`src/sv/rsnh_pkg.sv`:
```
package rsnh_pkg;

    localparam int COORD_BITS = 16;
    localparam int DIFF_BITS  = COORD_BITS + 1;
    localparam int ACC_BITS   = (2 * COORD_BITS + 3 > 64) ? 64 : 2 * COORD_BITS + 3;
    localparam int FRAC_BITS  = 16;
    localparam int BEST_BITS  = FRAC_BITS + 1;
    localparam int PROD_BITS  = DIFF_BITS + FRAC_BITS + 1;
    localparam int STEP_BITS  = $clog2(DIFF_BITS > FRAC_BITS ? DIFF_BITS : FRAC_BITS);

    localparam logic [BEST_BITS-1:0] FRAC_ONE    = {1'b1, {FRAC_BITS{1'b0}}};
    localparam logic [FRAC_BITS-1:0] CRASH_RESET = 16'd3277;

    localparam logic FUNC_RAY  = 1'b0;
    localparam logic FUNC_WALL = 1'b1;

    typedef struct packed {
        logic                         func;
        logic signed [COORD_BITS-1:0] point_a_x;
        logic signed [COORD_BITS-1:0] point_a_y;
        logic signed [COORD_BITS-1:0] point_b_x;
        logic signed [COORD_BITS-1:0] point_b_y;
        logic                         last_wall;
    } item_t;

    typedef struct packed {
        logic                         hit;
        logic signed [COORD_BITS-1:0] hit_x;
        logic signed [COORD_BITS-1:0] hit_y;
        logic [BEST_BITS-1:0]         nearest_fraction;
        logic                         crash;
        logic                         alive;
    } result_t;

endpackage

```
`src/sv/rsnh_serial_div.sv`:
```
module rsnh_serial_div #(
    parameter int WIDTH    = 35,
    parameter int QUO_BITS = 16
) (
    input  logic                clk,
    input  logic                rst_n,
    input  logic                start,
    input  logic [WIDTH-1:0]    numer,
    input  logic [WIDTH-1:0]    denom,
    output logic                done,
    output logic [QUO_BITS-1:0] quotient
);

    localparam int CNT_BITS = $clog2(QUO_BITS);

    logic                busy_reg;
    logic                done_reg;
    logic [CNT_BITS-1:0] cnt_reg;
    logic [WIDTH-1:0]    rem_reg;
    logic [WIDTH-1:0]    den_reg;
    logic [QUO_BITS-1:0] quo_reg;

    logic [WIDTH-1:0]    rem_shift;
    logic                ge;
    logic [WIDTH-1:0]    rem_step;
    logic                last_step;

    // restoring division, one quotient bit per cycle
    assign rem_shift = {rem_reg[WIDTH-2:0], 1'b0};
    assign ge        = rem_shift >= den_reg;
    assign rem_step  = ge ? rem_shift - den_reg : rem_shift;
    assign last_step = cnt_reg == CNT_BITS'(QUO_BITS - 1);

    always_ff @(posedge clk or negedge rst_n)
    begin
        if (!rst_n)
        begin
            busy_reg <= 1'b0;
            done_reg <= 1'b0;
            cnt_reg  <= '0;
        end
        else
        begin
            done_reg <= busy_reg && last_step;
            if (start)
            begin
                busy_reg <= 1'b1;
                cnt_reg  <= '0;
            end
            else if (busy_reg)
            begin
                cnt_reg <= cnt_reg + CNT_BITS'(1);
                if (last_step)
                begin
                    busy_reg <= 1'b0;
                end
            end
        end
    end

    always_ff @(posedge clk)
    begin
        if (start)
        begin
            rem_reg <= numer;
            den_reg <= denom;
        end
        else if (busy_reg)
        begin
            rem_reg <= rem_step;
            quo_reg <= {quo_reg[QUO_BITS-2:0], ge};
        end
    end

    assign done     = done_reg;
    assign quotient = quo_reg;

endmodule

```
`src/sv/ray_segment_nearest_hit_core.sv`:
```
// A ray is loaded in the idle state. Each wall runs the 17-step shift-add multiply and
// a bounds check; a wall that is not skipped there (parallel or outside) goes on to the
// 16-step restoring divider. A last wall adds the 16-step clip multiply on a hit; the
// result then sits in an output register. Reset is asynchronous, active
// low: ray cleared to zero, nearest fraction to one, alive set, threshold to 0.05.
module ray_segment_nearest_hit_core (
    input  logic                              clk,
    input  logic                              rst_n,
    input  logic                              item_valid,
    output logic                              item_ready,
    input  rsnh_pkg::item_t                   item,
    output logic                              result_valid,
    input  logic                              result_ready,
    output rsnh_pkg::result_t                 result,
    input  logic                              threshold_we,
    input  logic [rsnh_pkg::FRAC_BITS-1:0]    threshold_data
);

    localparam int CB   = rsnh_pkg::COORD_BITS;
    localparam int DB   = rsnh_pkg::DIFF_BITS;
    localparam int AB   = rsnh_pkg::ACC_BITS;
    localparam int FB   = rsnh_pkg::FRAC_BITS;
    localparam int BB   = rsnh_pkg::BEST_BITS;
    localparam int PB   = rsnh_pkg::PROD_BITS;
    localparam int SB   = rsnh_pkg::STEP_BITS;

    typedef enum logic [2:0] {
        S_IDLE,
        S_MUL,
        S_CHECK,
        S_DIV,
        S_FINISH,
        S_SCALE,
        S_EMIT
    } state_t;

    state_t                state_reg, state_next;
    logic [SB-1:0]         step_reg;
    logic [BB-1:0]         best_reg, best_next;
    logic                  alive_reg;
    logic [FB-1:0]         threshold_reg;
    logic signed [CB-1:0]  ray_ox_reg, ray_oy_reg, ray_ex_reg, ray_ey_reg;
    logic                  last_reg;
    logic                  result_valid_reg;
    rsnh_pkg::result_t     result_reg;

    logic [DB-1:0]         sr_dx_reg, sr_dy_reg, sr_wx_reg, sr_wy_reg;
    logic signed [AB-1:0]  mc_wy_reg, mc_wx_reg, mc_py_reg, mc_px_reg;
    logic signed [AB-1:0]  den_reg, n1_reg, n2_reg;
    logic [FB-1:0]         sr_frac_reg;
    logic signed [PB-1:0]  mx_reg, my_reg, px_reg, py_reg;

    logic signed [CB-1:0]  ax, ay, bx, by;
    logic signed [DB-1:0]  dx_d, dy_d, wx_d, wy_d, px_d, py_d;
    logic                  sign_step;
    logic signed [AB-1:0]  den_add, n1_add, n2_add;
    logic                  den_neg;
    logic [AB-1:0]         den_a, n1_a, n2_a;
    logic                  wall_ok;
    logic                  div_start;
    logic                  div_done;
    logic [FB-1:0]         div_quo;
    logic                  out_free;
    logic                  hit;
    logic                  crash;
    logic signed [PB-1:0]  sum_x, sum_y;

    function automatic logic signed [AB-1:0] pp(
        input logic                 b,
        input logic                 neg,
        input logic signed [AB-1:0] m
    );
        return b ? (neg ? -m : m) : '0;
    endfunction

    assign ax = item.point_a_x;
    assign ay = item.point_a_y;
    assign bx = item.point_b_x;
    assign by = item.point_b_y;

    assign dx_d = DB'(ray_ex_reg) - DB'(ray_ox_reg);
    assign dy_d = DB'(ray_ey_reg) - DB'(ray_oy_reg);
    assign wx_d = DB'(bx) - DB'(ax);
    assign wy_d = DB'(by) - DB'(ay);
    assign py_d = DB'(ray_oy_reg) - DB'(ay);
    assign px_d = DB'(ax) - DB'(ray_ox_reg);

    // sign bit of the serial operand carries negative weight
    assign sign_step = step_reg == SB'(DB - 1);
    assign den_add = pp(sr_dx_reg[0], sign_step, mc_wy_reg)
                   + pp(sr_dy_reg[0], !sign_step, mc_wx_reg);
    assign n2_add  = pp(sr_dx_reg[0], sign_step, mc_py_reg)
                   + pp(sr_dy_reg[0], sign_step, mc_px_reg);
    assign n1_add  = pp(sr_wx_reg[0], sign_step, mc_py_reg)
                   + pp(sr_wy_reg[0], sign_step, mc_px_reg);

    assign den_neg = den_reg[AB-1];
    assign den_a   = den_neg ? -den_reg : den_reg;
    assign n1_a    = den_neg ? -n1_reg : n1_reg;
    assign n2_a    = den_neg ? -n2_reg : n2_reg;
    assign wall_ok = (den_reg != '0) && !n1_a[AB-1] && (n1_a < den_a)
                   && !n2_a[AB-1] && (n2_a < den_a);
    assign div_start = (state_reg == S_CHECK) && wall_ok;

    rsnh_serial_div #(
        .WIDTH    (AB),
        .QUO_BITS (FB)
    ) u_div (
        .clk      (clk),
        .rst_n    (rst_n),
        .start    (div_start),
        .numer    (n1_a),
        .denom    (den_a),
        .done     (div_done),
        .quotient (div_quo)
    );

    assign out_free = !result_valid_reg || result_ready;
    assign hit      = best_reg != rsnh_pkg::FRAC_ONE;
    assign crash    = hit && (best_reg < {1'b0, threshold_reg});
    assign sum_x    = PB'(ray_ox_reg) + (px_reg >>> FB);
    assign sum_y    = PB'(ray_oy_reg) + (py_reg >>> FB);

    always_comb
    begin
        state_next = state_reg;
        best_next  = best_reg;
        unique case (state_reg)
            S_IDLE:
            begin
                if (item_valid)
                begin
                    if (item.func == rsnh_pkg::FUNC_RAY)
                    begin
                        best_next = rsnh_pkg::FRAC_ONE;
                    end
                    else
                    begin
                        state_next = S_MUL;
                    end
                end
            end
            S_MUL:
            begin
                if (sign_step)
                begin
                    state_next = S_CHECK;
                end
            end
            S_CHECK:
            begin
                state_next = wall_ok ? S_DIV : S_FINISH;
            end
            S_DIV:
            begin
                if (div_done)
                begin
                    state_next = S_FINISH;
                    if ({1'b0, div_quo} < best_reg)
                    begin
                        best_next = {1'b0, div_quo};
                    end
                end
            end
            S_FINISH:
            begin
                if (!last_reg)
                begin
                    state_next = S_IDLE;
                end
                else
                begin
                    state_next = hit ? S_SCALE : S_EMIT;
                end
            end
            S_SCALE:
            begin
                if (step_reg == SB'(FB - 1))
                begin
                    state_next = S_EMIT;
                end
            end
            S_EMIT:
            begin
                if (out_free)
                begin
                    state_next = S_IDLE;
                    best_next  = rsnh_pkg::FRAC_ONE;
                end
            end
            default:
            begin
                state_next = S_IDLE;
            end
        endcase
    end

    always_ff @(posedge clk or negedge rst_n)
    begin
        if (!rst_n)
        begin
            state_reg        <= S_IDLE;
            step_reg         <= '0;
            best_reg         <= rsnh_pkg::FRAC_ONE;
            alive_reg        <= 1'b1;
            threshold_reg    <= rsnh_pkg::CRASH_RESET;
            ray_ox_reg       <= '0;
            ray_oy_reg       <= '0;
            ray_ex_reg       <= '0;
            ray_ey_reg       <= '0;
            last_reg         <= 1'b0;
            result_valid_reg <= 1'b0;
        end
        else
        begin
            state_reg <= state_next;
            best_reg  <= best_next;
            if (threshold_we)
            begin
                threshold_reg <= threshold_data;
            end
            if (state_reg == S_EMIT && out_free)
            begin
                result_valid_reg <= 1'b1;
            end
            else if (result_ready)
            begin
                result_valid_reg <= 1'b0;
            end
            unique case (state_reg)
                S_IDLE:
                begin
                    step_reg <= '0;
                    if (item_valid && item.func == rsnh_pkg::FUNC_RAY)
                    begin
                        ray_ox_reg <= ax;
                        ray_oy_reg <= ay;
                        ray_ex_reg <= bx;
                        ray_ey_reg <= by;
                    end
                    last_reg <= item.last_wall;
                end
                S_MUL, S_SCALE:
                begin
                    step_reg <= step_reg + SB'(1);
                end
                S_FINISH:
                begin
                    step_reg <= '0;
                end
                S_EMIT:
                begin
                    if (out_free)
                    begin
                        alive_reg <= alive_reg && !crash;
                    end
                end
                default:
                begin
                end
            endcase
        end
    end

    always_ff @(posedge clk)
    begin
        unique case (state_reg)
            S_IDLE:
            begin
                sr_dx_reg <= dx_d;
                sr_dy_reg <= dy_d;
                sr_wx_reg <= wx_d;
                sr_wy_reg <= wy_d;
                mc_wy_reg <= AB'(wy_d);
                mc_wx_reg <= AB'(wx_d);
                mc_py_reg <= AB'(py_d);
                mc_px_reg <= AB'(px_d);
                den_reg   <= '0;
                n1_reg    <= '0;
                n2_reg    <= '0;
            end
            S_MUL:
            begin
                den_reg   <= den_reg + den_add;
                n1_reg    <= n1_reg + n1_add;
                n2_reg    <= n2_reg + n2_add;
                sr_dx_reg <= sr_dx_reg >> 1;
                sr_dy_reg <= sr_dy_reg >> 1;
                sr_wx_reg <= sr_wx_reg >> 1;
                sr_wy_reg <= sr_wy_reg >> 1;
                mc_wy_reg <= mc_wy_reg <<< 1;
                mc_wx_reg <= mc_wx_reg <<< 1;
                mc_py_reg <= mc_py_reg <<< 1;
                mc_px_reg <= mc_px_reg <<< 1;
            end
            S_FINISH:
            begin
                sr_frac_reg <= best_reg[FB-1:0];
                mx_reg      <= PB'(dx_d);
                my_reg      <= PB'(dy_d);
                px_reg      <= '0;
                py_reg      <= '0;
            end
            S_SCALE:
            begin
                if (sr_frac_reg[0])
                begin
                    px_reg <= px_reg + mx_reg;
                    py_reg <= py_reg + my_reg;
                end
                sr_frac_reg <= sr_frac_reg >> 1;
                mx_reg      <= mx_reg <<< 1;
                my_reg      <= my_reg <<< 1;
            end
            S_EMIT:
            begin
                if (out_free)
                begin
                    result_reg.hit              <= hit;
                    result_reg.hit_x            <= hit ? sum_x[CB-1:0] : ray_ex_reg;
                    result_reg.hit_y            <= hit ? sum_y[CB-1:0] : ray_ey_reg;
                    result_reg.nearest_fraction <= best_reg;
                    result_reg.crash            <= crash;
                    result_reg.alive            <= alive_reg && !crash;
                end
            end
            default:
            begin
            end
        endcase
    end

    assign item_ready   = state_reg == S_IDLE;
    assign result_valid = result_valid_reg;
    assign result       = result_reg;

    a_hit_matches_fraction: assert property (@(posedge clk) disable iff (!rst_n)
        result_valid |-> (result.hit == (result.nearest_fraction != rsnh_pkg::FRAC_ONE)))
        else $error("hit flag disagrees with nearest fraction");

    a_crash_kills: assert property (@(posedge clk) disable iff (!rst_n)
        result_valid && result.crash |-> !result.alive)
        else $error("crash reported while still alive");

    a_div_done_in_div: assert property (@(posedge clk) disable iff (!rst_n)
        div_done |-> state_reg == S_DIV)
        else $error("divider finished outside divide state");

    a_scale_needs_hit: assert property (@(posedge clk) disable iff (!rst_n)
        state_reg == S_SCALE |-> best_reg != rsnh_pkg::FRAC_ONE)
        else $error("clip multiply without a hit");

endmodule

```
`config.mk`:
```
export PLATFORM = sky130hd
export DESIGN_NAME = ray_segment_nearest_hit_core
export DESIGN_NICKNAME = d
export VERILOG_FILES = /design/src/sv/rsnh_pkg.sv /design/src/sv/rsnh_serial_div.sv /design/src/sv/ray_segment_nearest_hit_core.sv
export SDC_FILE = /design/constraint.sdc
export NUM_CORES = 2
export LEC_CHECK = 0
export ABC_AREA = 1
export BUFFER_PORTS_ARGS = -buffer_cell sky130_fd_sc_hd__buf_2
export CAP_MARGIN = 0
export CORE_UTILIZATION = 55
export CTS_CLUSTER_SIZE = 8
export DETAILED_ROUTE_END_ITERATION = 8
export PLACE_DENSITY = 0.74
export SETUP_SLACK_MARGIN = 0.5
export SYNTH_ARGS = -nofsm -noshare
export SYNTH_HDL_FRONTEND = slang
export SYNTH_SLANG_ARGS = --single-unit
```
`constraint.sdc`:
```
create_clock -name clk -period 10.99 [get_ports clk]
set_clock_uncertainty 0.15 [all_clocks]
set_input_delay 1.6485 -clock clk [delete_from_list [all_inputs] [get_ports clk]]
set_output_delay 1.6485 -clock clk [all_outputs]
set_load 0.01 [all_outputs]
```
# ---- Yosys cells after proc, flatten, opt, wreduce, memory -nomap -nowiden
# Cells that the tools add are included.
dict set report totals {
  ff_bits 716
  input_bits 87
  out_inout_bits 54
  wordCells 182
}
dict set report op_classes {
  eq_ne 19
  n_lt_le_gt_ge 5
  add_sub_neg 26
  n_mux 60
  n_bitwise 2
  n_reduce_logical 31
}
# operator n
set ops {}
lappend ops {{$pmux 35 s2} 7}
lappend ops {{$mux 35} 13}
lappend ops {{$pmux 34 s2} 4}
lappend ops {{$neg 35->35} 7}
lappend ops {{$add 35x35->35} 6}
lappend ops {{$mux 34} 5}
lappend ops {{$pmux 17 s2} 4}
lappend ops {{$sub 16x16->17} 6}
lappend ops {{$mux 17} 5}
lappend ops {{$lt 35x35->1} 2}
lappend ops {{$add 34x34->34} 2}
lappend ops {{$pmux 17 s3} 1}
lappend ops {{$ge 35x35->1} 1}
lappend ops {{$reduce_bool 35->1} 1}
lappend ops {{$sub 34x34->34} 1}
lappend ops {{$add 16x16->16} 2}
lappend ops {{$mux 16} 2}
lappend ops {{$pmux 16 s2} 1}
lappend ops {{$mux 3} 8}
lappend ops {{$pmux 3 s7} 1}
lappend ops {{$lt 16x17->1} 1}
lappend ops {{$lt 17x16->1} 1}
lappend ops {{$ne 17x17->1 const B} 1}
lappend ops {{$ne 2x2->1 const B} 7}
lappend ops {{other kinds (23)} 54}

# ---- Depth between registers and ports, before layout
dict set report depth {
  depth_word 10
  depth_mapped 33
  ltp_nobuf 33
}

# ---- Modules after synthesis
# Synthesis repeated with hierarchy kept, for this count alone.
dict set report hier_totals {
  cells_unflattened 7006
  area_unflattened_um2 55279.3
}
# mod seq_area_each_um2 area_per_inst_um2 instances cells_per_inst
set by_module_without_submodules {}
lappend by_module_without_submodules {ray_segment_nearest_hit_core 17998.5 48739.2 1 6119}
lappend by_module_without_submodules {rsnh_serial_div 2702.6 6540.0 1 887}

# ---- Least setup slack after synthesis
# No wires, ideal clock.
dict set report synth_timing {
  path_kind {register to register}
  start {register state_reg[0]}
  end {register den_reg[0] (enable)}
  t_required_ps 8489
  setup_ps 2351
  stages_incl_launch_ff 9
  period_less_slack_ps 9075
  path_buffers 2
  arrival_ps 6574
  setup_slack_ps 1915
  cell_sequence {dfrtp_1 -> inv_1 -> nor2_1 -> inv_1 -> nor2_1 -> clkinv_1 -> clkbuf_1 -> clkbuf_1 -> nand2_1}
}
dict set report synth_between {
  elab_chain_cells 2
  elab_cells_between_ends 3
  cone_classes {eq/ne (1); reduce/logical (2)}
}
# element line_no
set synth_rtl {}
lappend synth_rtl {{start, declared} ray_segment_nearest_hit_core.sv:37} ;# state_t state_reg, state_next;
lappend synth_rtl {{start signal, assigned} ray_segment_nearest_hit_core.sv:216} ;# state_reg <= state_next;
lappend synth_rtl {{$eq 3x1->1 or $logic_not 3->1 (tied branches)} ray_segment_nearest_hit_core.sv:267} ;# unique case (state_reg)
lappend synth_rtl {{$reduce_bool 2->1 (no line) (*)} --}
lappend synth_rtl {{end signal, assigned} ray_segment_nearest_hit_core.sv:284} ;# den_reg <= den_reg + den_add;
lappend synth_rtl {{end, declared} ray_segment_nearest_hit_core.sv:49} ;# logic signed [AB-1:0] den_reg, n1_reg, n2_reg;
# Every way passes the cells marked *; elsewhere a longest branch is shown, timed or not.
# A chain may end at the register's enable or synchronous reset.

# ---- Worst setup path after layout
dict set report layout_timing {
  start {register step_reg[0]}
  end {register n1_reg[25], data pin}
}
dict set report layout_between {
  elab_chain_cells 6
  elab_cells_between_ends 8
  cone_classes {add/sub (2); eq/ne (1); mux (5)}
}
# element line_no
set layout_rtl {}
lappend layout_rtl {{start, declared} ray_segment_nearest_hit_core.sv:38} ;# logic [SB-1:0] step_reg;
lappend layout_rtl {{start signal, assigned} ray_segment_nearest_hit_core.sv:245} ;# step_reg <= step_reg + SB'(1);
lappend layout_rtl {{$eq 5x5->1 (*)} ray_segment_nearest_hit_core.sv:89} ;# assign sign_step = step_reg == SB'(DB - 1);
lappend layout_rtl {{$mux 35 (2 in series)} ray_segment_nearest_hit_core.sv:73} ;# return b ? (neg ? -m : m) : '0;
lappend layout_rtl {{$add 35x35->35 (*)} ray_segment_nearest_hit_core.sv:95} ;# + pp(sr_wy_reg[0], sign_step, mc_px_reg);
lappend layout_rtl {{$add 35x35->35 (*)} ray_segment_nearest_hit_core.sv:285} ;# n1_reg <= n1_reg + n1_add;
lappend layout_rtl {{$pmux 35 s2 (*)} ray_segment_nearest_hit_core.sv:267}
lappend layout_rtl {{end signal, assigned} ray_segment_nearest_hit_core.sv:285}
lappend layout_rtl {{end, declared} ray_segment_nearest_hit_core.sv:49}
# Marks and branches as above.

==> out/results.ini <==
[outcome]
status=complete, no violations

[timing]
max_freq_mhz=164
maxSlewHeadroom_pct=25.6
setup_slack_ps=4900
grt_setup_unrepaired=false
setup-tns-final_ps=0
setup_violations=0
slew_viol_final=0
final_hold_viol_count=0
worstMarginPinSlew_ps=1120
min_period_ps=6090
min_period_over_period_pct=55.4

[global_routing]
grt_pass1_vias=45100
grt_overflow=0
grt_max_degree=186
grt_pass1_wl_mm=249
antenna_found_initial=12
grt_usage_pct=32.0

[floorplanning]
initial_core_util_pct=55.8
die_area_um2=99600
pin_count=141
die_x_um=316
coreArea_um2=97000
die_h_um=316
num_rows=114

[placement]
dp_slack_ps=4960
io_buffers=140
place_congestion=0.990
dp_hpwl_mm=123

[route]
antenna_left=0
wl_mm=160
viasPerCell=5.78
dr.pass1.iters=6
wire_per_inst_um=19.6
drt_iter0_markers=4261
drc=0
vias=47200

[worst_setup_path]
cp_cell_sequence=inv_1 -> ha_1 -> nand4_1 -> buf_4 -> inv_2 -> buf_4 -> o21ai_0 -> nand2_1 -> xor2_1 -> nor2_1 -> fa_1 -> ha_1 -> a21oi_1 -> inv_1 -> a31oi_1 -> a21boi_0 -> inv_1 -> nand2_1 -> nand2_1 -> a21boi_1 -> o21ai_0 -> nor2_1 -> nor2_1
cp_max_fo=80
slowest_stage=buf_4
critical-path-top-delay-family=buffers and inverters
crit_type=flop to flop
cp_num_buf_inv=6
critPathMaxStageDelay_ps=730
worstPathRequired_ps=11270
arrival_ps=6370
worst_setup_path_start_kind=flop
cp-end-kind=flop

[yosys]
seq_area_frac_synth_pct=38.3
synth_fp_nets=7330
yosysWarningCount=0
dominantRegCellSynth=edfxtp_1
synth_cell_types=65
synth-edff-count=594
synth_area_um2=54100
synthCells=6698
ys_seq_elements=708
syn_area_per_cell_um2=8.08
async_flop_share_pct=16.1

[layout]
drive_gt1_share_pct=5.57
largest_reg_flops=52
fin_util_pct=60.7
final_common_cell=nand2_1
final_cell_mix=nand2_1, inv_1, nor2_1
nets=7438
syn_to_final_growth_pct=8.88
fillers=8666

[worst_hold_path]
hold_class=flop to flop

[clocking]
post_cts_buffers=0
clkLatencyLatePin_ps=690
cts_resized=0
cts_tree=built
hold_buffers=0
clock-sinks=708
cts_buffer_depth=3
path_clk_slew_ps=50
numCtsBuffers=99
root_buffer=clkbuf_16
cts_max_level=3

[run]
maxCapViolCount=0

per-stage QoR:
stage / cells / hold slack, ps / cell area, um2
global route: 8164 / 355 / 58900
global placement: 7981 / 312 / 56000
floorplan: 6698 / 292 / 54100
CTS: 8156 / 331 / 58900
detailed placement: 7981 / 314 / 56000
finish: 8164 / 330 / 58900
cells in the mapped netlist, types with 7 or more instances:
| master | instances | area [um2] |
|---|---|---|
| nor2_2 | 10 | 62.6 |
| or2_2 | 15 | 93.8 |
| o211ai_1 | 16 | 120 |
| inv_1 | 837 | 3140 |
| a221oi_1 | 10 | 87.6 |
| ha_1 | 429 | 5370 |
| nand4_1 | 70 | 438 |
| dfrtp_1 | 105 | 2630 |
| buf_2 | 17 | 85.1 |
| a21oi_1 | 581 | 2910 |
| o21bai_1 | 16 | 120 |
| nor3_2 | 7 | 70.1 |
| o21ai_0 | 632 | 3160 |
| xnor2_1 | 95 | 832 |
| nand3_1 | 221 | 1110 |
| a211oi_1 | 13 | 97.6 |
| nor4_1 | 28 | 175 |
| buf_1 | 14 | 52.6 |
| a21boi_0 | 29 | 218 |
| o21a_1 | 50 | 375 |
| o21ai_1 | 59 | 295 |
| nor3_1 | 99 | 495 |
| a31oi_1 | 68 | 425 |
| nand2_1 | 1406 | 5280 |
| clkbuf_1 | 120 | 450 |
| inv_2 | 9 | 33.8 |
| fa_1 | 116 | 2320 |
| o31ai_1 | 32 | 240 |
| edfxtp_1 | 594 | 17800 |
| nor2_1 | 669 | 2510 |
| mux2_2 | 28 | 315 |
| dfstp_2 | 9 | 236 |
| xor2_1 | 184 | 1610 |
| a21o_1 | 28 | 210 |
worst reg2reg max path: cells and delay by family, from the launching register on:
kind / cells / cell delay (ps)
buf+inv: 6 / 1750
compound gates: 6 / 1530
fa+ha+maj: 3 / 1030
simple gates: 7 / 710
flops: 1 / 380
xor+xnor: 1 / 280
cell families (layout without fill, tap and decap cells):
| group | after synthesis | after routing | share of synthesized area (%) |
|---|---|---|---|
| flip-flops | 708 | 708 | 38.3 |
| adder cells (fa/ha/maj) | 545 | 545 | 14.2 |
| multiplexers | 28 | 28 | 0.583 |
| other | 0 | 8 | 0 |
| XOR/XNOR | 279 | 279 | 4.52 |
| buffers and inverters | 1010 | 1192 | 7.14 |
| AND/OR/NAND/NOR | 2553 | 2553 | 19.4 |
| AO/OA/AOI/OAI | 1575 | 1575 | 15.9 |
metal layers:
| layer | global-route usage [%] | vias to the layer above | wire (um) |
|---|---|---|---|
| li1 | - | 23000 | - |
| met1 | 43.3 | 22200 | 69200 |
| met2 | 52.1 | 1669 | 74000 |
| met3 | 3.99 | 311 | 10500 |
| met4 | 13.1 | 2 | 6070 |
| met5 | 0 | - | 12 |
worst paths after layout:
kind	cells after the start	slack (ps)	from	to
max	23	4900	step_reg[0]	n1_reg[25]
min	2	330	last_reg	last_reg
max reg2reg	23	4900	step_reg[0]	n1_reg[25]
min reg2reg	2	330	last_reg	last_reg
max in group asynchronous	2	8410	rst_n	step_reg[0]
min in group asynchronous	1	850	rst_n	ray_ey_reg[10]
cell type report:
type                    instances  area (um2)  area share [%]
clock inverters                 7         121           0.206
multi-input cells            4980       29600            50.2
inverters                     850        3190            5.42
repair buffers                167         931            1.58
diodes                          8        20.0          0.0340
well taps                    1276        1600            2.71
flip-flops and latches        708       20700            35.1
clock buffers                 168        2760            4.68
Power is not shown: default switching activity piles up to over one toggle a cycle in this logic, so the estimate is an artifact.
